### src/rtl/core/ic3_pkg.sv
`default_nettype none

package ic3_pkg;

  localparam int MAX_WIDTH   = 1024;
  localparam int MAX_HEIGHT  = 1024;
  localparam int KERNEL_SIZE = 3;
  localparam int COEF_BITS   = 16;
  localparam int COEF_FRAC   = 8;
  localparam int PIX_W       = 8;
  localparam int SIZE_W      = 11;

  localparam int DIM_MAX = (MAX_WIDTH > MAX_HEIGHT) ? MAX_WIDTH : MAX_HEIGHT;
  localparam int DIM_W0  = $clog2(DIM_MAX + 2);
  localparam int DIM_W   = (DIM_W0 > SIZE_W) ? DIM_W0 : SIZE_W;
  localparam int COL_W   = $clog2(MAX_WIDTH);

  localparam int COEF_ROW_W  = KERNEL_SIZE * COEF_BITS;
  localparam int CFG_DATA_W  = COEF_ROW_W;
  localparam int CFG_INDEX_W = 3;

  localparam int PROD_W = PIX_W + 1 + COEF_BITS;
  localparam int PART_W = PROD_W + $clog2(KERNEL_SIZE);
  localparam int SUM_W  = PART_W + $clog2(KERNEL_SIZE);

  localparam int OQ_DEPTH = 8;
  localparam int OQ_PTR_W = $clog2(OQ_DEPTH);
  localparam int OQ_CNT_W = $clog2(OQ_DEPTH + 1);

  typedef enum logic [CFG_INDEX_W-1:0] {
    REG_FRAME_WIDTH,
    REG_FRAME_HEIGHT,
    REG_COEF_TOP,
    REG_COEF_MID,
    REG_COEF_BOTTOM
  } cfg_reg_t;

  typedef struct packed {
    logic             req_type;
    logic [PIX_W-1:0] pixel_in;
  } req_t;

  typedef struct packed {
    logic [PIX_W-1:0] pixel_out;
    logic             frame_last;
  } res_t;

  typedef logic [KERNEL_SIZE-1:0][COEF_BITS-1:0] kernel_vec_t;
  typedef logic [KERNEL_SIZE-1:0][PIX_W-1:0]     col_pix_t;

  typedef struct packed {
    logic                   shift;
    logic [KERNEL_SIZE-1:0] row_en;
    logic                   col_en;
  } cell_ctl_t;

  localparam logic [SIZE_W-1:0] FRAME_WIDTH_RST  = 11'd640;
  localparam logic [SIZE_W-1:0] FRAME_HEIGHT_RST = 11'd480;
  localparam kernel_vec_t COEF_TOP_RST    = 48'h0000_0000_0000;
  localparam kernel_vec_t COEF_MID_RST    = 48'h0000_0100_0000;
  localparam kernel_vec_t COEF_BOTTOM_RST = 48'h0000_0000_0000;

endpackage

`default_nettype wire

### src/rtl/core/ic3_cell.sv
`default_nettype none

module ic3_cell (
  input  logic                               clk,
  input  logic                               rst,
  input  ic3_pkg::cell_ctl_t                 ctl,
  input  ic3_pkg::col_pix_t                  pix_in,
  input  ic3_pkg::kernel_vec_t               coef,
  output ic3_pkg::col_pix_t                  pix,
  output logic signed [ic3_pkg::PART_W-1:0]  partial
);
  import ic3_pkg::*;

  logic signed [PROD_W-1:0] prod      [KERNEL_SIZE];
  logic signed [PROD_W-1:0] prod_next [KERNEL_SIZE];
  logic signed [PART_W-1:0] partial_next;

  always_comb begin
    for (int r = 0; r < KERNEL_SIZE; r++) begin
      if (ctl.row_en[r] && ctl.col_en) begin
        prod_next[r] = PROD_W'($signed({1'b0, pix[r]})) * PROD_W'($signed(coef[r]));
      end else begin
        prod_next[r] = '0;
      end
    end
  end

  always_comb begin
    partial_next = '0;
    for (int r = 0; r < KERNEL_SIZE; r++) begin
      partial_next = partial_next + PART_W'(prod[r]);
    end
  end

  always_ff @(posedge clk) begin
    if (rst) begin
      pix <= '0;
    end else if (ctl.shift) begin
      pix <= pix_in;
    end
  end

  always_ff @(posedge clk) begin
    prod    <= prod_next;
    partial <= partial_next;
  end

endmodule

`default_nettype wire

### config.mk
export PLATFORM = sky130hd
export DESIGN_NAME = ic3_cell
export DESIGN_NICKNAME = d
export VERILOG_FILES = /design/src/rtl/core/ic3_pkg.sv /design/src/rtl/core/ic3_cell.sv
export SDC_FILE = /design/constraint.sdc
export NUM_CORES = 1
export LEC_CHECK = 0
export ABC_AREA = 0
export BUFFER_PORTS_ARGS = -buffer_cell sky130_fd_sc_hd__buf_2
export CELL_PAD_IN_SITES_DETAIL_PLACEMENT = 0
export CELL_PAD_IN_SITES_GLOBAL_PLACEMENT = 1
export CORE_ASPECT_RATIO = 0.75
export CORE_UTILIZATION = 39
export CTS_CLUSTER_DIAMETER = 100
export CTS_CLUSTER_SIZE = 8
export DETAILED_ROUTE_END_ITERATION = 8
export MAX_ROUTING_LAYER = met4
export PLACE_DENSITY = 0.77
export SYNTH_ARGS = -nofsm -noshare
export SYNTH_HDL_FRONTEND = slang
export SYNTH_SLANG_ARGS = --single-unit
### constraint.sdc
create_clock -name clk -period 15.5 [get_ports clk]
set_input_delay 3.1 -clock clk [delete_from_list [all_inputs] [get_ports clk]]
set_output_delay 3.1 -clock clk [all_outputs]
set_load 0.005 [all_outputs]
Word-level counts from Yosys, hierarchy flattened. Cells that the tools add are included.

Register bits: 126. Bits of input ports: 79. Output and inout port bits: 51. Word-level logic and storage cells: 15.

$add $sub $neg: 2. Reductions and logical operators: 3. Multipliers: 3.

Operators with widths (number): $mul 9x16->25 (3); $add 26x25->27 (1); $add 25x25->26 (1); $logic_and 1x1->1 (3).

Logic depth before layout (Yosys ltp).
Word-level depth: 2. Gate-level depth with buffers: 20. Gate-level depth less buffers: 18.

Worst setup path before layout. OpenSTA, ideal clock, no wires.

Path type: input-to-reg. From: in coef[31] in the netlist's numbering. To: reg prod[47] in the netlist's numbering. Arrival: 7161 ps. Stages on the path: 18. Slack: 8212 ps. Path buffers: 2. Data required time: 15372 ps. Setup time: 128 ps. Path through: clkbuf_1 -> nand2_1 -> fa_1 -> fa_1 -> inv_1 -> fa_1 -> inv_1 -> fa_1 -> inv_1 -> ha_1 -> clkbuf_1 -> a21o_1 -> a31oi_1 -> o21ai_0 -> or3_1 -> o21ai_1 -> xnor2_1 -> nor2_1.

Longest elaborated chain between the ends: 1.

Ends and longest elaborated chain: start, declared (line ic3_cell.sv:8) `input ic3_pkg::kernel_vec_t coef,`; $mul 9x16->25 (line ic3_cell.sv:21) `prod_next[r] = PROD_W'($signed({1'b0, pix[r]})) * PROD_W'($signed(coef[r]));`; end signal, assigned (line ic3_cell.sv:44) `prod <= prod_next;`; end, declared (line ic3_cell.sv:14) `logic signed [PROD_W-1:0] prod [KERNEL_SIZE];`.

No other way between the ends. A chain may end at the register's enable or synchronous reset.

Worst setup path after layout.
From: in coef[10] in the netlist's numbering. To: reg prod[71] in the netlist's numbering.

The elaborated chain is that of the path after synthesis.

==> flow_metrics.py <==
metrics = {
    "sta": {
        "min_period_ps": 7470,
        "worstMarginPinSlew_ps": 932,
        "finalSetupTns_ps": 0,
        "max_freq_mhz": 134,
        "whs_ps": 614,
        "period_share_pct": 48.2,
        "slew_headroom_pct": 37.8,
        "skew_ps": 16.1,
        "finalHoldViolations": 0,
        "fin_ws_ps": 8030,
        "report.final.slew_viol_count": 0,
        "setup-violations-final": 0,
        "rsz0062_at_grt": "no",
    },
    "global_routing": {
        "gr-total-overflow": 0,
        "grt_pass1_wl_mm": 75.3,
        "antenna_found_initial": 0,
        "grt_pass1_vias": 14700,
        "groute.usage.overall_pct": 19.4,
        "grt_max_degree": 25,
    },
    "logic_synthesis": {
        "synthCells": 2150,
        "yosys.area.top_type_share_pct": 34.9,
        "synth_edf_count": 0,
        "ys_seq_area_share_pct": 13.3,
        "synth.avg_cell_area_um2": 8.85,
        "synth_fp_nets": 2736,
        "synth-seq-cells": 126,
        "synthTopCellsByArea": "fa_1 (35%), dfxtp_1 (13%), ha_1 (12%), inv_1 (9.2%), and2_1 (6.9%)",
        "yosys.area.top_type": "fa_1",
        "ys_warn_count": 0,
        "synth_area_mm2": 0.0190,
        "async_flop_share_pct": 0,
        "synthFlopType": "dfxtp_1",
        "ys_types": 64,
    },
    "final_layout": {
        "final_common_cell": "inv_1",
        "diodes": 0,
        "design_area_mm2": 0.0208,
        "syn_to_final_growth_pct": 9.30,
        "layout_common_cells": "inv_1 (465), fa_1 (332), nand2_1 (231)",
        "drive_gt1_share_pct": 7.60,
        "nNetsFinal": 2823,
        "final_cells": 2889,
    },
    "drt": {
        "post_drt_wl_per_cell_um": 15.5,
        "first_iter_violations": 825,
        "vias": 14200,
        "viasPerCell": 4.93,
        "firstDrtPassIters": 5,
        "routed_wl_mm": 44.8,
        "ant_nets": 0,
        "route.detailed.drc": 0,
    },
    "power": {
        "p_sw_uw": 812,
        "irDropWorstVdd_mv": 0.0989,
        "pwr-share-comb_pct": 53.6,
        "pwr-share-seq_pct": 24.6,
        "p_int_mw": 1.01,
        "p_leak_nw": 11.0,
        "swShare_pct": 44.6,
        "clock_power_share_pct": 21.9,
        "p_per_area_mw_per_mm2": 87.4,
    },
    "clock_tree": {
        "insertion_delay_ps": 450,
        "clk_pin_slew_ps": 60,
        "cts_resized": 0,
        "h-tree-depth": 4,
        "ctsHoldBuffers": 0,
        "cts.sinks": 126,
        "cts_buffers": 17,
        "clock-root-buffer": "clkbuf_16",
        "cts_setup_buffers": 0,
        "clockBufferDepth": 2,
        "cts_tree": "built",
    },
    "die": {
        "rows": 69,
        "die_area_mm2": 0.0497,
        "die_w_um": 257,
        "die_h_um": 193,
        "ios": 130,
        "initial_core_util_pct": 39.9,
        "core_area_mm2": 0.0477,
    },
    "placed_design": {
        "dpl_worst_slack_ps": 7700,
        "place_inst": 2857,
        "place_area_mm2": 0.0202,
        "portBuffers": 129,
        "gp_congestion": 0.885,
        "dpl.hpwl_mm": 37.8,
    },
    "setup_path": {
        "critPathMaxFanout": 8,
        "critical_path_class": "primary input to flip-flop",
        "start_kind": "primary input",
        "end_kind": "flip-flop",
        "cp.required_ps": 15830,
        "rr_worst_depth": 16,
        "cp_data_arrival_time_ps": 7800,
    },
    "worst_hold_path": {
        "hold_depth": 3,
        "hp-class": "flip-flop to flip-flop",
    },
    "status": {
        "status": "complete, no violations",
    },
    "run": {
        "max_cap_viol_count": 0,
    },
}
==> registers in the layout (all words and copies together), names as in the netlist <==
signal / count
prod: 75
partial: 27
pix: 24
==> cell usage after synthesis, types with 25 or more instances <==
master and n:
ha_1 175, xnor2_1 54, o21ai_0 34, mux2i_1 26, inv_1 465, nand2_1 231
a21o_1 34, nor2_1 107, dfxtp_1 126, and2_1 210, a21oi_1 64, nor3_1 25
fa_1 332, clkbuf_1 59
==> through the flow <==
step / total power, mW / utilization, %
final: 1.82 / 43.6
after CTS: 1.83 / 43.6
after detailed placement: 1.43 / 42.4
after floorplan: 1.15 / -
after global routing: 1.99 / 43.6
after global placement: 1.41 / 42.4
==> worst max-delay path, cell delays in order <==
cell and delay [ps]:
buf_2 170, nand2_1 100, fa_1 570, inv_1 50, fa_1 480, fa_1 550, inv_1 50, fa_1 480
inv_1 40, ha_1 240, nor3_1 210, o2111ai_1 230, nand2_1 160, o221ai_1 210, a2111oi_0 830, nor4_1 140
o21a_1 200
==> worst paths after layout <==
check                                          from             endpoint  slack, ps
worst max-delay path                       coef[10]  prod[71]$_SDFF_PN0_       8030
worst min-delay path             prod[0]$_SDFF_PN0_   partial[0]$_DFF_P_        610
worst max register to register  pix[0]$_SDFFE_PP0P_  prod[71]$_SDFF_PN0_       9980
worst min register to register   prod[0]$_SDFF_PN0_   partial[0]$_DFF_P_        610
==> layer usage <==
| layer | track usage [%] | wire, um | vias up |
|---|---|---|---|
| met2 | 28.4 | 19500 | 271 |
| met1 | 28.6 | 23200 | 7139 |
| li1 | - | - | 6802 |
| met5 | - | 0 | - |
| met4 | 3.55 | 495 | 0 |
| met3 | 2.48 | 1650 | 31 |
==> kinds of logic (layout without fill, tap and decap cells) <==
| kind of cell | after synthesis | after routing | synth area share (%) |
|---|---|---|---|
| xor gates and xnor gates | 75 | 75 | 3.45 |
| AOI/OAI and AO/OA | 234 | 234 | 8.15 |
| and+or+nand+nor | 656 | 656 | 16.9 |
| adders and majority gates | 507 | 507 | 46.4 |
| buffers and inverters | 526 | 626 | 10.4 |
| muxes | 26 | 26 | 1.37 |
| DFF | 126 | 126 | 13.3 |
==> power groups by stage <==
| stage | sequential, mW | clock (mW) | combinational (mW) |
|---|---|---|---|
| floorplan | 0.424 | 0 | 0.722 |
| global placement | 0.454 | 0 | 0.956 |
| detailed placement | 0.455 | 0 | 0.971 |
| CTS | 0.448 | 0.408 | 0.978 |
| global route | 0.453 | 0.421 | 1.11 |
| finish | 0.447 | 0.398 | 0.974 |
==> final cells by class <==
type	instances	area (um^2)
clock buffers	17	425
clock inverters	15	136
fillers	4710	26900
inverters	465	1750
multi-input cells	1498	14500
flip-flops and latches	126	2520
well taps	639	800
repair buffers	129	646
No activity file was read; power rests on OpenSTA's default activity.
