File: config.mk
export PLATFORM = sky130hd
export DESIGN_NAME = ic3_outq
export DESIGN_NICKNAME = d
export VERILOG_FILES = /design/src/rtl/core/ic3_pkg.sv /design/src/rtl/core/ic3_outq.sv
export SDC_FILE = /design/constraint.sdc
export NUM_CORES = 1
export LEC_CHECK = 0
export ABC_AREA = 0
export BUFFER_PORTS_ARGS = -buffer_cell sky130_fd_sc_hd__clkbuf_2
export CAP_MARGIN = 20
export CORE_ASPECT_RATIO = 1.4
export CORE_MARGIN = 4
export CORE_UTILIZATION = 35
export DETAILED_ROUTE_END_ITERATION = 12
export PLACE_DENSITY = 0.62
export RECOVER_POWER = 50
export SYNTH_ARGS = -nofsm -noshare
export SYNTH_HDL_FRONTEND = slang
export SYNTH_SLANG_ARGS = --single-unit
File: constraint.sdc
create_clock -name clk -period 5.8 [get_ports clk]
set_input_delay 0.87 -clock clk [delete_from_list [all_inputs] [get_ports clk]]
set_output_delay 0.87 -clock clk [all_outputs]
set_load 0.02 [all_outputs]
File: src/rtl/core/ic3_pkg.sv
`default_nettype none

package ic3_pkg;

  localparam int MAX_WIDTH   = 1024;
  localparam int MAX_HEIGHT  = 1024;
  localparam int KERNEL_SIZE = 3;
  localparam int COEF_BITS   = 16;
  localparam int COEF_FRAC   = 8;
  localparam int PIX_W       = 8;
  localparam int SIZE_W      = 11;

  localparam int DIM_MAX = (MAX_WIDTH > MAX_HEIGHT) ? MAX_WIDTH : MAX_HEIGHT;
  localparam int DIM_W0  = $clog2(DIM_MAX + 2);
  localparam int DIM_W   = (DIM_W0 > SIZE_W) ? DIM_W0 : SIZE_W;
  localparam int COL_W   = $clog2(MAX_WIDTH);

  localparam int COEF_ROW_W  = KERNEL_SIZE * COEF_BITS;
  localparam int CFG_DATA_W  = COEF_ROW_W;
  localparam int CFG_INDEX_W = 3;

  localparam int PROD_W = PIX_W + 1 + COEF_BITS;
  localparam int PART_W = PROD_W + $clog2(KERNEL_SIZE);
  localparam int SUM_W  = PART_W + $clog2(KERNEL_SIZE);

  localparam int OQ_DEPTH = 8;
  localparam int OQ_PTR_W = $clog2(OQ_DEPTH);
  localparam int OQ_CNT_W = $clog2(OQ_DEPTH + 1);

  typedef enum logic [CFG_INDEX_W-1:0] {
    REG_FRAME_WIDTH,
    REG_FRAME_HEIGHT,
    REG_COEF_TOP,
    REG_COEF_MID,
    REG_COEF_BOTTOM
  } cfg_reg_t;

  typedef struct packed {
    logic             req_type;
    logic [PIX_W-1:0] pixel_in;
  } req_t;

  typedef struct packed {
    logic [PIX_W-1:0] pixel_out;
    logic             frame_last;
  } res_t;

  typedef logic [KERNEL_SIZE-1:0][COEF_BITS-1:0] kernel_vec_t;
  typedef logic [KERNEL_SIZE-1:0][PIX_W-1:0]     col_pix_t;

  typedef struct packed {
    logic                   shift;
    logic [KERNEL_SIZE-1:0] row_en;
    logic                   col_en;
  } cell_ctl_t;

  localparam logic [SIZE_W-1:0] FRAME_WIDTH_RST  = 11'd640;
  localparam logic [SIZE_W-1:0] FRAME_HEIGHT_RST = 11'd480;
  localparam kernel_vec_t COEF_TOP_RST    = 48'h0000_0000_0000;
  localparam kernel_vec_t COEF_MID_RST    = 48'h0000_0100_0000;
  localparam kernel_vec_t COEF_BOTTOM_RST = 48'h0000_0000_0000;

endpackage

`default_nettype wire

File: src/rtl/core/ic3_outq.sv
`default_nettype none

module ic3_outq (
  input  logic                          clk,
  input  logic                          rst,
  input  logic                          wr,
  input  ic3_pkg::res_t                 wr_data,
  input  logic                          rd_ready,
  output logic                          rd_valid,
  output ic3_pkg::res_t                 rd_data,
  output logic [ic3_pkg::OQ_CNT_W-1:0]  level
);
  import ic3_pkg::*;

  res_t                slots [OQ_DEPTH];
  logic [OQ_PTR_W-1:0] wr_ptr;
  logic [OQ_PTR_W-1:0] rd_ptr;
  logic [OQ_CNT_W-1:0] level_next;
  logic                rd;

  assign rd_valid = (level != '0);
  assign rd       = rd_valid && rd_ready;
  assign rd_data  = slots[rd_ptr];

  always_comb begin
    case ({wr, rd})
      2'b10:   level_next = level + OQ_CNT_W'(1);
      2'b01:   level_next = level - OQ_CNT_W'(1);
      default: level_next = level;
    endcase
  end

  always_ff @(posedge clk) begin
    if (rst) begin
      wr_ptr <= '0;
      rd_ptr <= '0;
      level  <= '0;
    end else begin
      if (wr) begin
        wr_ptr <= wr_ptr + OQ_PTR_W'(1);
      end
      if (rd) begin
        rd_ptr <= rd_ptr + OQ_PTR_W'(1);
      end
      level <= level_next;
    end
  end

  always_ff @(posedge clk) begin
    if (wr) begin
      slots[wr_ptr] <= wr_data;
    end
  end

`ifndef SYNTH
  a_no_overflow: assert property (@(posedge clk) disable iff (rst)
    wr |-> (level != OQ_CNT_W'(OQ_DEPTH)))
    else $error("result queue written while full");
`endif

endmodule

`default_nettype wire

### Word level (Yosys, flattened, before mapping)

Memory sizes are Yosys's and may differ from the RTL's. A register that Yosys moved wholly into a read port is not among the register bits.
Cells that the tools add are included.

* register bits after elaboration: 10
* RAM bits: 72
* output and inout bits: 14
* logic and storage cells: 18
* memories kept: 1

Memories
* slots: depth 8, bits a word 9, read ports 1, clocked after memory_dff 1, write ports 1, RTL line ic3_outq.sv:15 `res_t slots [OQ_DEPTH];`

* add/sub/neg operators: 4
* equal/unequal tests: 2
* muxes and demuxes: 5
* reductions and logical operators: 3

Operator list (number)
* one-hot mux 4 bit (2 select lines): 1
* adder 3 x 1 -> 3 bit, second input constant: 2
* two-way mux 3 bit: 2
* adder 4 x 1 -> 4 bit, second input constant: 1
* nonzero test 4 bit: 1
* subtractor 4 x 1 -> 4 bit, second input constant: 1
* equality test 2 x 1 -> 1 bit, second input constant: 1
* equality test 2 bit, second input constant: 1
* two-way mux 1 bit: 2
* nonzero test 2 bit: 1
* logical AND 1 bit: 1

### Logic depth before layout (Yosys ltp)

Gate-level depths: netlist of the first run.

* depth after elaboration: 4
* mapped depth: 10

### Worst setup path after synthesis of the first run

No wires, ideal clock.

* path type: reg2reg
* start point: register level[0] (netlist name)
* end point: register level[3] (netlist name)
* library setup time: 0.121 ns
* arrival: 2.513 ns
* required time: 5.679 ns
* setup slack: 3.166 ns
* stages on the path, launching flop included: 8
* cells stage by stage: dfxtp_1 > or4_1 > nand2_1 > inv_1 > ha_1 > or3_1 > o32ai_1 > mux2_2

* longest elaborated chain between the ends: 4
* elaborated cells between the ends (all ways): 8
* classes of those cells: add/sub: 2; eq/ne: 2; mux: 1; reduce/logical: 3

RTL lines
* start: declaration: RTL line ic3_outq.sv:11 `output logic [ic3_pkg::OQ_CNT_W-1:0] level`
* start signal: assignment: RTL line ic3_outq.sv:45 `level <= level_next;`
* nonzero test 4 bit *: RTL line ic3_outq.sv:21 `assign rd_valid = (level != '0);`
* net rd_valid: RTL line ic3_outq.sv:9 `output logic rd_valid,`
* logical AND 1 bit *: RTL line ic3_outq.sv:22 `assign rd = rd_valid && rd_ready;`
* equality test 2 x 1 -> 1 bit or equality test 2 bit (tied branches): RTL line ic3_outq.sv:26 `case ({wr, rd})`
* one-hot mux 4 bit (2 select lines) or nonzero test 2 bit (tied branches)

Mark *: on every way through the listed nets, which the timed path passes. The rest lies on a longest branch.
A chain may end at the register's enable or synchronous reset.

==> key figures, run 1 <==
Routing
  – Routed WL: 5800 microns
  – Post-DR vias/cell: 5.05
  – DR DRC count: 0
  – Initial DRC Count: 89
  – Antenna-violating nets left: 0
  – Wire per inst: 17.8 microns
  – Vias: 1640
  – DRT Pass-1 Iters: 4

Timing
  – Rel. slew slack: 28.0%
  – Tmin final: 3.29 ns
  – Setup slack after layout: 2.51 ns
  – Slew at the pin closest to its max-slew limit: 1.08 ns
  – Endpoints failing setup: 0
  – Total Neg Setup Slack: 0 ns
  – Worst clock skew: 0.00573 ns
  – Final-report hold violation count: 0
  – RSZ-0062 raised after global routing: false
  – Slew Viols, Final: 0
  – Period Utilization, post-route: 56.7%
  – Maximum clock rate: 0.304 GHz

Yosys
  – Post-synth top cells: edfxtp_1, mux4_1, nor2_1
  – Largest area contributor in the netlist: edfxtp_1
  – Post-synthesis sequential area ratio: 71.2%
  – Top-area cell type share of the netlist area: 63.6%
  – Post-Syn Area: 0.00340 sq mm
  – Syn Inst Count: 176
  – Most common cell in the netlist: edfxtp_1
  – Asr flop ratio synth: 0%
  – Syn_nets: 194
  – Top post-synthesis cells by area: edfxtp_1, mux4_1, dfxtp_1
  – Synth warn: 0
  – Avg Inst Size Synth: 19.3 sq um
  – Post-synth cell types: 25
  – Synthesized flop and latch total: 85
  – EDFF count, synth: 72
  – Primary FF master, synth: edfxtp_1

Placed design
  – Post-DP HPWL: 3600 microns
  – Port buffer count: 26
  – DP Cell Count: 308
  – Placer Congestion: 0.676
  – Pre-CTS setup slack: 2.80 ns

Clock tree
  – CTS tree: built
  – Post-CTS Setup Inserts: 0
  – Clock-pin slew on the worst setup and hold paths: 0.06 ns
  – Root Buffer: clkbuf_16
  – H-tree depth: 3
  – CTS Hold Bufs: 0
  – Post-CTS Resized: 0
  – CTS buffer count: 9
  – Max clock buf depth: 2
  – CTS sink cnt: 85
  – Clock latency on the worst-skew pair: 0.33 ns

Worst setup path
  – Critical R2R Capture: level[2]
  – Worst reg2reg path depth: 10
  – Slowest cell on the critical path: dfxtp_1
  – Crit Reg-Reg Startpoint: level[0]
  – Levels on crit path: 3
  – CP max FO: 18
  – CP Launch Type: register
  – Crit path largest cell delay: 0.99 ns
  – Required time worst endpoint: 4.93 ns
  – Setup CP Type: register to primary output
  – Crit end category: primary output
  – Crit-path leading delay family: flip-flops
  – Critical path, cell by cell: mux4_1 > mux2_2 > clkbuf_2
  – R2R Setup Slk: 3.23 ns
  – Critical Path AT: 2.42 ns
  – Bufs and invs on worst path: 1

Finish
  – Final Util: 41.6%
  – Share of cells above drive strength 1: 19.1%
  – # diodes: 0
  – Area Overhead vs Synth: 15.8%
  – Multi-input logic area: 925 sq um
  – Final std cells w/o fill: 325
  – Filler instances: 867
  – Nets: 228
  – Register Area: 0.00242 sq mm

Worst hold path
  – Hold Crit Start: wr_ptr[0]
  – Hold Path Class: register to register
  – Hold Path End: wr_ptr[0]
  – Hold Crit Depth: 2

Power
  – Switching fraction of total power: 25.5%
  – Reg power frac: 45.7%
  – Clk pwr share: 35.7%
  – Power Density: 416 mW/mm^2
  – Combinational share of power: 18.6%
  – Leakage power: 0.00136 uW
  – VDD IR max: 227 uV
  – Internal power: 1220 uW
  – Sw power: 418 uW

Floorplanning
  – Full die area: 0.0114 sq mm
  – Die Height: 125 microns
  – Die width: 91.3 microns
  – Starting density of the core: 36.0%
  – Row count: 42
  – I/O Pins: 27
  – Core area: 0.00946 sq mm

Global route
  – Initial antenna violation count: 0
  – Gr usage total: 10.9%
  – GRT overflow: 0
  – Largest net degree at the start of global routing: 19
  – Number of global-route vias before repair: 1708
  – First-pass GRT wire length: 9070 microns

Status
  – Outcome: finished, final reports clean

Run
  – Max capacitance violation total: 0
-- worst min-delay path: stages (launching register included) --
cell,delay (ns)
dfxtp_1,0.33
nand2_1,0.06
a21oi_1,0.05
-- logic make-up (layout without fill, tap and decap cells) --
| group | Yosys count | count (layout) | share of synthesized area (%) |
|---|---|---|---|
| DFF | 85 | 85 | 71.2 |
| and+or+nand+nor | 34 | 34 | 4.67 |
| muxes | 30 | 30 | 17.8 |
| AOI/OAI and AO/OA | 8 | 8 | 1.32 |
| buffers and inverters | 8 | 47 | 1.62 |
| xor gates and xnor gates | 6 | 6 | 1.54 |
| adders and majority gates | 5 | 5 | 1.84 |
-- through the flow --
stage / area (sq um) / power [uW] / hold slack (ns)
final: 3940 / 1640 / 0.494
after CTS: 3940 / 1660 / 0.498
after floorplan: 3400 / 998 / 0.454
after global placement: 3640 / 1070 / 0.477
after detailed placement: 3640 / 1070 / 0.489
after global routing: 3940 / 1710 / 0.534
-- state kept, by name, indices dropped and copies added, names as in the netlist, named ones only --
| name | count |
|---|---|
| level | 4 |
| wr_ptr | 3 |
| slots | 72 |
| rd_ptr | 3 |
-- power groups by stage --
| stage | Clock, uW | Sequential, uW | Combinational, uW |
|---|---|---|---|
| after global placement | 0 | 762 | 305 |
| after floorplan | 0 | 740 | 258 |
| final | 585 | 749 | 304 |
| after detailed placement | 0 | 763 | 309 |
| after global routing | 617 | 756 | 337 |
| after CTS | 595 | 751 | 310 |
-- worst max-delay path by stage --
stage	slack, ns	from	to
after CTS	2.43	register	rd_data[3]
final	2.51	register	rd_data[4]
after global placement	2.82	register	rd_data[1]
after detailed placement	2.80	register	rd_data[3]
after global routing	2.38	register	rd_data[3]
after floorplan	3.17	level[0]	level[3]
-- metal layers --
metal  up-vias  track usage, %  part of all wire (%)
met3        13            2.11                   3.8
met2        29            18.6                    53
met5         -               0                     0
li1        781               -                     -
met4         0            6.93                   2.6
met1       817            12.5                    41
-- layout by cell type (no fill, tap or decap) --
cell type,netlist,final
a31oi_1,1,1
bufinv_16,0,2
nand2_1,6,6
nor2_1,14,14
ha_1,5,5
clkbuf_2,0,16
dfxtp_1,13,13
xor2_1,6,6
clkbuf_16,0,9
mux4_1,18,18
mux2_2,10,10
buf_6,1,1
clkbuf_1,2,12
nor3_1,2,2
nand2b_1,3,3
a21oi_1,5,5
or4_1,1,1
clkinv_1,0,2
o32ai_1,1,1
or3_1,2,2
clkinv_2,0,2
edfxtp_1,72,72
buf_4,0,1
mux2i_1,2,2
o21ai_0,1,1
inv_1,2,2
nor2b_1,4,4
nand3_1,2,2
-- layout make-up --
cell class | instances | share of cell area, %
Sequential cell | 85 | 61.5
Multi-Input combinational cell | 83 | 23.5
Clock buffer | 10 | 5.81
Timing Repair Buffer | 29 | 3.56
Tap cell | 110 | 3.49
Clock inverter | 6 | 1.97
Inverter | 2 | 0.191
Note: power is estimated with default switching activity, not from simulation.
==> run 2: changes to the inputs <==
--- a/config.mk
+++ b/config.mk
@@ -5,7 +5,7 @@
 export SDC_FILE = /design/constraint.sdc
 export NUM_CORES = 1
 export LEC_CHECK = 0
-export ABC_AREA = 0
+export ABC_AREA = 1
 export BUFFER_PORTS_ARGS = -buffer_cell sky130_fd_sc_hd__clkbuf_2
 export CAP_MARGIN = 20
 export CORE_ASPECT_RATIO = 1.4
==> constraint.sdc (replaced) <==
create_clock -name clk -period 3.2 [get_ports clk]
set_input_delay 0.48 -clock clk [delete_from_list [all_inputs] [get_ports clk]]
set_output_delay 0.48 -clock clk [all_outputs]
set_load 0.02 [all_outputs]
==> key figures, run 2 <==
Status
  – Outcome: finished, final reports clean

Worst setup path
  – Crit-path leading delay family: buffers and inverters
  – CP Launch Type: register
  – Slowest cell on the critical path: buf_4
  – Crit end category: primary output
  – CP max FO: 37 (+19)
  – Setup CP Type: register to primary output
  – Bufs and invs on worst path: 3 (+2)
  – Required time worst endpoint: 2.72 ns (-2.21 ns)
  – Critical path, cell by cell: buf_4 > inv_6 > o21ai_0 > o21ai_1 > nand2_1 > nand2_1 > clkbuf_2
  – Critical Path AT: 1.85 ns (-0.57 ns)
  – Crit path largest cell delay: 0.39 ns (-0.60 ns)
  – Cell mode on critical path: nand2_1

Floorplanning
  – Core area: 0.00962 sq mm (+1.7%)
  – Row count: 42 (unchanged)
  – Full die area: 0.0116 sq mm (+2.2%)
  – Die width: 92.3 microns (+1.1%)
  – I/O Pins: 27 (unchanged)
  – Starting density of the core: 36.2% (+0.27 points)
  – Die Height: 126 microns (+1.1%)

Power
  – Overall power: 3120 uW (+90%)
  – Internal power: 2130 uW (+74%)
  – Sw power: 987 uW (+140%)
  – Combinational share of power: 25.7% (+7.1 points)
  – Reg power frac: 42.0% (-3.7 points)
  – Leakage power: 0.00146 uW (+7.4%)
  – Power Density: 778 mW/mm^2 (+87%)
  – Switching fraction of total power: 31.7% (+6.2 points)
  – VDD IR max: 424 uV (+87%)
  – Clk pwr share: 32.3% (-3.4 points)

Global route
  – Number of global-route vias before repair: 2235 (+31%)
  – Gr usage total: 13.2% (+2.3 points)
  – First-pass GRT wire length: 11600 microns (+27%)
  – Initial antenna violation count: 0 (unchanged)
  – GRT overflow: 0 (unchanged)
  – Largest net degree at the start of global routing: 38 (+19)

Placed design
  – Placed instance area: 0.00374 sq mm (+2.7%)
  – Post-DP HPWL: 4570 microns (+27%)
  – Placer Congestion: 0.769 (+14%)
  – Port buffer count: 26 (unchanged)

Timing
  – Tmin final: 2.33 ns
  – Endpoints failing setup: 0 (unchanged)
  – Worst clock skew: 0.00424 ns (-0.00150 ns)
  – Maximum clock rate: 0.429 GHz
  – Slew at the pin closest to its max-slew limit: 0.999 ns (-0.0770 ns)
  – Total Neg Setup Slack: 0 ns (unchanged)
  – Final-report hold violation count: 0 (unchanged)
  – RSZ-0062 raised after global routing: false
  – Period Utilization, post-route: 72.9%
  – Slew Viols, Final: 0 (unchanged)
  – Rel. slew slack: 33.2% (+5.2 points)
  – Hold Slack: 0.464 ns (-0.0302 ns)

Finish
  – Commonest non-fill, non-tap cell in the layout: edfxtp_1
  – Largest Register: slots
  – Nets: 343 (+50%)
  – Area Overhead vs Synth: 14.9%
  – Post-Layout Inst Area: 0.00400 sq mm (+1.7%)
  – Filler instances: 920 (+6.1%)
  – Final Util: 41.6% (about the same)
  – # diodes: 0 (unchanged)
  – Top flop regs: slots: 72 flops, level: 4 flops
  – Largest register FFs: 72 (unchanged)
  – Most frequent cells in the layout: edfxtp_1, nor2_1, nand2_1, o21ai_0, clkbuf_2
  – Share of cells above drive strength 1: 11.8% (-7.3 points)

Yosys
  – Avg Inst Size Synth: 11.9 sq um (-38%)
  – Syn_nets: 311 (+60%)
  – Post-synth cell types: 27 (+8.0%)
  – Primary FF master, synth: edfxtp_1
  – Synth warn: 0 (unchanged)
  – Top post-synthesis cells by area: edfxtp_1, dfxtp_1, nor2_1
  – Post-Syn Area: 0.00348 sq mm (+2.4%)
  – Most common cell in the netlist: edfxtp_1
  – Top-area cell type share of the netlist area: 62.0% (-1.5 points)
  – Post-synth top cells: edfxtp_1, nor2_1, nand2_1
  – EDFF count, synth: 72 (unchanged)
  – Largest area contributor in the netlist: edfxtp_1
  – Asr flop ratio synth: 0% (unchanged)
  – Post-synthesis sequential area ratio: 69.5% (-1.7 points)
  – Synthesized flop and latch total: 85 (unchanged)
  – Syn Inst Count: 293 (+66%)

Clock tree
  – Clock latency on the worst-skew pair: 0.33 ns (about the same)
  – Max clock buf depth: 2 (unchanged)
  – CTS buffer count: 9 (unchanged)
  – CTS Hold Bufs: 0 (unchanged)
  – CTS tree: built
  – CTS sink cnt: 85 (unchanged)
  – H-tree depth: 3 (unchanged)
  – Root Buffer: clkbuf_16
  – Post-CTS Resized: 0 (unchanged)
  – Clock-pin slew on the worst setup and hold paths: 0.06 ns (about the same)
  – Post-CTS Setup Inserts: 0 (unchanged)

Worst hold path
  – Hold Path Class: primary input to register

Routing
  – Routed WL: 7170 microns (+24%)
  – Antenna-violating nets left: 0 (unchanged)
  – Post-DR vias/cell: 4.87 (-3.6%)
  – DRT Pass-1 Iters: 4 (unchanged)
  – Vias: 2248 (+37%)
  – DR DRC count: 0 (unchanged)
  – Wire per inst: 15.5 microns (-13%)
  – Initial DRC Count: 129 (+45%)

Run
  – Max capacitance violation total: 0 (unchanged)
==> run 2: worst paths after layout <==
| check | startpoint | end | slack, ns | cells after the start |
|---|---|---|---|---|
| max | register | rd_data[0] | 0.87 | 7 |
| min | rst | wr_ptr[0] | 0.46 | 2 |
| max reg2reg | level[0] | level[2] | 1.19 | 13 |
| min reg2reg | rd_ptr[0] | rd_ptr[0] | 0.49 | 1 |
==> run 2: final cells by class <==
| cell class | count | area, sq um | share of cell area [%] |
|---|---|---|---|
| sequential | 85 | 2420 | 60.5 |
| multi-input combinational | 180 | 895 | 22.3 |
| clock buffer | 9 | 225 | 5.63 |
| timing repair buffer | 33 | 166 | 4.16 |
| tap | 132 | 165 | 4.12 |
| clock inverter | 7 | 65.1 | 1.62 |
| inverter | 16 | 65.1 | 1.62 |
==> run 2: stage by stage <==
step,instances,setup WS (ns)
floorplan,293,1.21
global placement,446,1.26
detailed placement,446,1.25
CTS,462,0.812
global route,462,0.733
finish,462,0.867
==> run 2: cell families (layout without fill, tap and decap cells) <==
logic type	count (synthesis)	in the layout	share of synthesized area (%)
and+or+nand+nor	103	103	11.6
DFF	85	85	69.5
AOI/OAI and AO/OA	60	60	9.16
buffers and inverters	28	65	4.63
muxes	9	9	2.59
adders and majority gates	5	5	1.80
xor gates and xnor gates	3	3	0.754
==> run 2: power groups by stage <==
stage                     Clock [uW]  Sequential [uW]  Combinational (uW)
after CTS                       1030             1310                 827
after detailed placement           0             1330                 821
after floorplan                    0             1350                 613
after global placement             0             1330                 805
after global routing            1080             1320                 911
final                           1000             1310                 801
==> run 2: per-layer routing <==
metal	share of wire (%)	routed length [microns]	up-vias	global-route usage, %
li1	-	-	1094	-
met1	43	3080	1107	15.8
met2	52	3740	38	22.2
met3	2.7	191	9	2.39
met4	2.2	158	0	7.61
met5	0	0	-	0
==> run 3: changes to the inputs <==
--- a/config.mk
+++ b/config.mk
@@ -5,14 +5,14 @@
 export SDC_FILE = /design/constraint.sdc
 export NUM_CORES = 1
 export LEC_CHECK = 0
-export ABC_AREA = 1
+export ABC_AREA = 0
 export BUFFER_PORTS_ARGS = -buffer_cell sky130_fd_sc_hd__clkbuf_2
 export CAP_MARGIN = 20
 export CORE_ASPECT_RATIO = 1.4
 export CORE_MARGIN = 4
 export CORE_UTILIZATION = 35
 export DETAILED_ROUTE_END_ITERATION = 12
-export PLACE_DENSITY = 0.62
+export PLACE_DENSITY = 0.64
 export RECOVER_POWER = 50
 export SYNTH_ARGS = -nofsm -noshare
 export SYNTH_HDL_FRONTEND = slang
==> constraint.sdc (replaced) <==
create_clock -name clk -period 2 [get_ports clk]
set_input_delay 0.3 -clock clk [delete_from_list [all_inputs] [get_ports clk]]
set_output_delay 0.3 -clock clk [all_outputs]
set_load 0.02 [all_outputs]
==> key figures, run 3 (same netlist as run 1, synthesis figures left out) <==
Power
  – Reg power frac: 38.7% (-3.3 points)
  – Leakage power: 0.00149 uW (+1.9%)
  – Overall power: 5400 uW (+73%)
  – Internal power: 3970 uW (+86%)
  – VDD IR max: 790 uV (+86%)
  – Sw power: 1430 uW (+45%)
  – Power Density: 1260 mW/mm^2 (+62%)
  – Clk pwr share: 28.9% (-3.4 points)
  – Switching fraction of total power: 26.5% (-5.2 points)
  – Combinational share of power: 32.4% (+6.7 points)

Floorplanning
  – I/O Pins: 27 (unchanged)
  – Die width: 91.3 microns (-1.1%)
  – Die Height: 125 microns (-1.1%)
  – Row count: 42 (unchanged)
  – Core area: 0.00946 sq mm (-1.6%)
  – Starting density of the core: 36.0% (-0.27 points)
  – Full die area: 0.0114 sq mm (-2.2%)

Timing
  – Slew at the pin closest to its max-slew limit: 0.685 ns (-0.314 ns)
  – Maximum clock rate: 0.455 GHz
  – Slew Viols, Final: 0 (unchanged)
  – Worst clock skew: 0.00555 ns (+0.00131 ns)
  – Endpoints failing setup: 11 (+11)
  – Final-report hold violation count: 0 (unchanged)
  – Setup slack after layout: -0.197 ns (-1.06 ns)
  – Period Utilization, post-route: 110%
  – Tmin final: 2.20 ns
  – Rel. slew slack: 54.3% (+21 points)
  – RSZ-0062 raised after global routing: true
  – Hold Slack: 0.284 ns (-0.180 ns)

Finish
  – Share of cells above drive strength 1: 41.1% (+29 points)
  – Post-Layout Inst Area: 0.00429 sq mm (+7.1%)
  – Nets: 250 (-27%)
  – Top flop regs: slots: 72 flops, level: 4 flops
  – Commonest non-fill, non-tap cell in the layout: edfxtp_1
  – # diodes: 0 (unchanged)
  – Filler instances: 851 (-7.5%)
  – Largest register FFs: 72 (unchanged)
  – Most frequent cells in the layout: edfxtp_1, mux4_2, buf_4, nor2_1
  – Area Overhead vs Synth: 26.1%
  – Largest Register: slots

Clock tree
  – CTS sink cnt: 85 (unchanged)
  – CTS tree: built
  – CTS buffer count: 9 (unchanged)
  – Max clock buf depth: 2 (unchanged)
  – Clock-pin slew on the worst setup and hold paths: 0.06 ns (about the same)
  – Root Buffer: clkbuf_16
  – H-tree depth: 3 (unchanged)
  – CTS Hold Bufs: 0 (unchanged)
  – Clock latency on the worst-skew pair: 0.33 ns (about the same)

Placed design
  – Port buffer count: 26 (unchanged)
  – Placed instance area: 0.00385 sq mm (+3.1%)
  – Post-DP HPWL: 3770 microns (-17%)
  – Placer Congestion: 0.686 (-11%)
  – Pre-CTS setup slack: -0.183 ns (-1.43 ns)

Worst setup path
  – CP max FO: 5 (-86%)
  – CP Launch Type: register
  – Crit end category: primary output
  – Crit Reg-Reg Startpoint: level[1]
  – Worst reg2reg path depth: 10 (-3)
  – Critical R2R Capture: level[2]
  – R2R Setup Slk: -0.15 ns (-1.34 ns)
  – Critical Path AT: 1.90 ns (+0.05 ns)
  – Worst Setup EP: rd_data[1]
  – Required time worst endpoint: 1.70 ns (-1.02 ns)
  – Setup CP Type: register to primary output

Status
  – Failing checks: negative setup slack
  – Outcome: finished, violations left

Routing
  – Met2 Wirelength: 3370 microns (-9.9%)
  – Wire per inst: 18.6 microns (+20%)
  – Post-DR vias/cell: 4.96 (+2.0%)
  – Antenna-violating nets left: 0 (unchanged)
  – Initial DRC Count: 110 (-15%)
  – Routed WL: 6450 microns (-10%)
  – Met3 routed WL: 255 microns (+34%)
  – Top sig layer: met4
  – DRT Pass-1 Iters: 4 (unchanged)
  – M1 wire length: 2740 microns (-11%)
  – DR DRC count: 0 (unchanged)
  – Vias: 1717 (-24%)

Global route
  – First-pass GRT wire length: 10500 microns (-9.5%)
  – Gr usage total: 12.5% (-0.70 points)
  – Largest net degree at the start of global routing: 19 (-50%)
  – GRT overflow: 0 (unchanged)
  – Initial antenna violation count: 0 (unchanged)
  – Number of global-route vias before repair: 1890 (-15%)

Worst hold path
  – Hold Path Class: primary input to register

Run
  – Max capacitance violation total: 0 (unchanged)
## run 3: what timing repair did
action                                  4_1_cts  5_1_grt
pin swaps                                     3        3
cloned                                        3        0
buffers inserted                              4        1
endpoints found under the setup margin       11       11
resized for setup                            53       14
## run 3: through the flow
| step | setup TNS, ns | cells | util (%) |
|---|---|---|---|
| after floorplan | -0.514 | 176 | - |
| after global placement | -0.247 | 325 | 40.7 |
| after detailed placement | -0.341 | 325 | 40.7 |
| after CTS | -2.08 | 347 | 45.6 |
| after global routing | -2.48 | 346 | 45.3 |
| final | -1.67 | 346 | 45.3 |
## run 3: layer usage
metal,up-vias,GRT usage [%]
met1,877,15.5
met3,7,4.05
met2,32,20.5
li1,801,-
met4,0,4.53
met5,-,0
## run 3: critical path, cell delays in order (launching register included)
cell and delay, ns:
dfxtp_4 0.38, buf_6 0.14, buf_16 0.13, mux4_2 0.49
mux2_4 0.29, buf_8 0.13
## run 3: layout make-up
class / count / area, sq um / area share (%)
Clock buffer: 10 / 229 / 5.34
Clock inverter: 5 / 52.6 / 1.23
Inverter: 2 / 10.0 / 0.233
Multi-Input combinational cell: 83 / 963 / 22.5
Sequential cell: 85 / 2430 / 56.7
Tap cell: 110 / 138 / 3.21
Timing Repair Buffer: 51 / 464 / 10.8
## run 3: worst min path at each step
stage / from / to / slack [ns] / cells after the start
floorplan: wr_data[0] / slots[0][0] / 0.40 / 0
global placement: rd_ptr[1] / rd_ptr[1] / 0.47 / 2
detailed placement: rd_ptr[1] / rd_ptr[1] / 0.50 / 2
CTS: wr_data[4] / slots[2][4] / 0.23 / 1
global route: wr_data[4] / slots[0][4] / 0.30 / 1
finish: wr / wr_ptr[1] / 0.28 / 3
## run 3: power groups by stage
| stage | sequential [uW] | combinational, uW | clock, uW |
|---|---|---|---|
| finish | 2090 | 1750 | 1560 |
| global route | 2100 | 1880 | 1680 |
| CTS | 2080 | 1790 | 1600 |
| detailed placement | 2110 | 1330 | 0 |
| global placement | 2100 | 1290 | 0 |
| floorplan | 2160 | 854 | 0 |
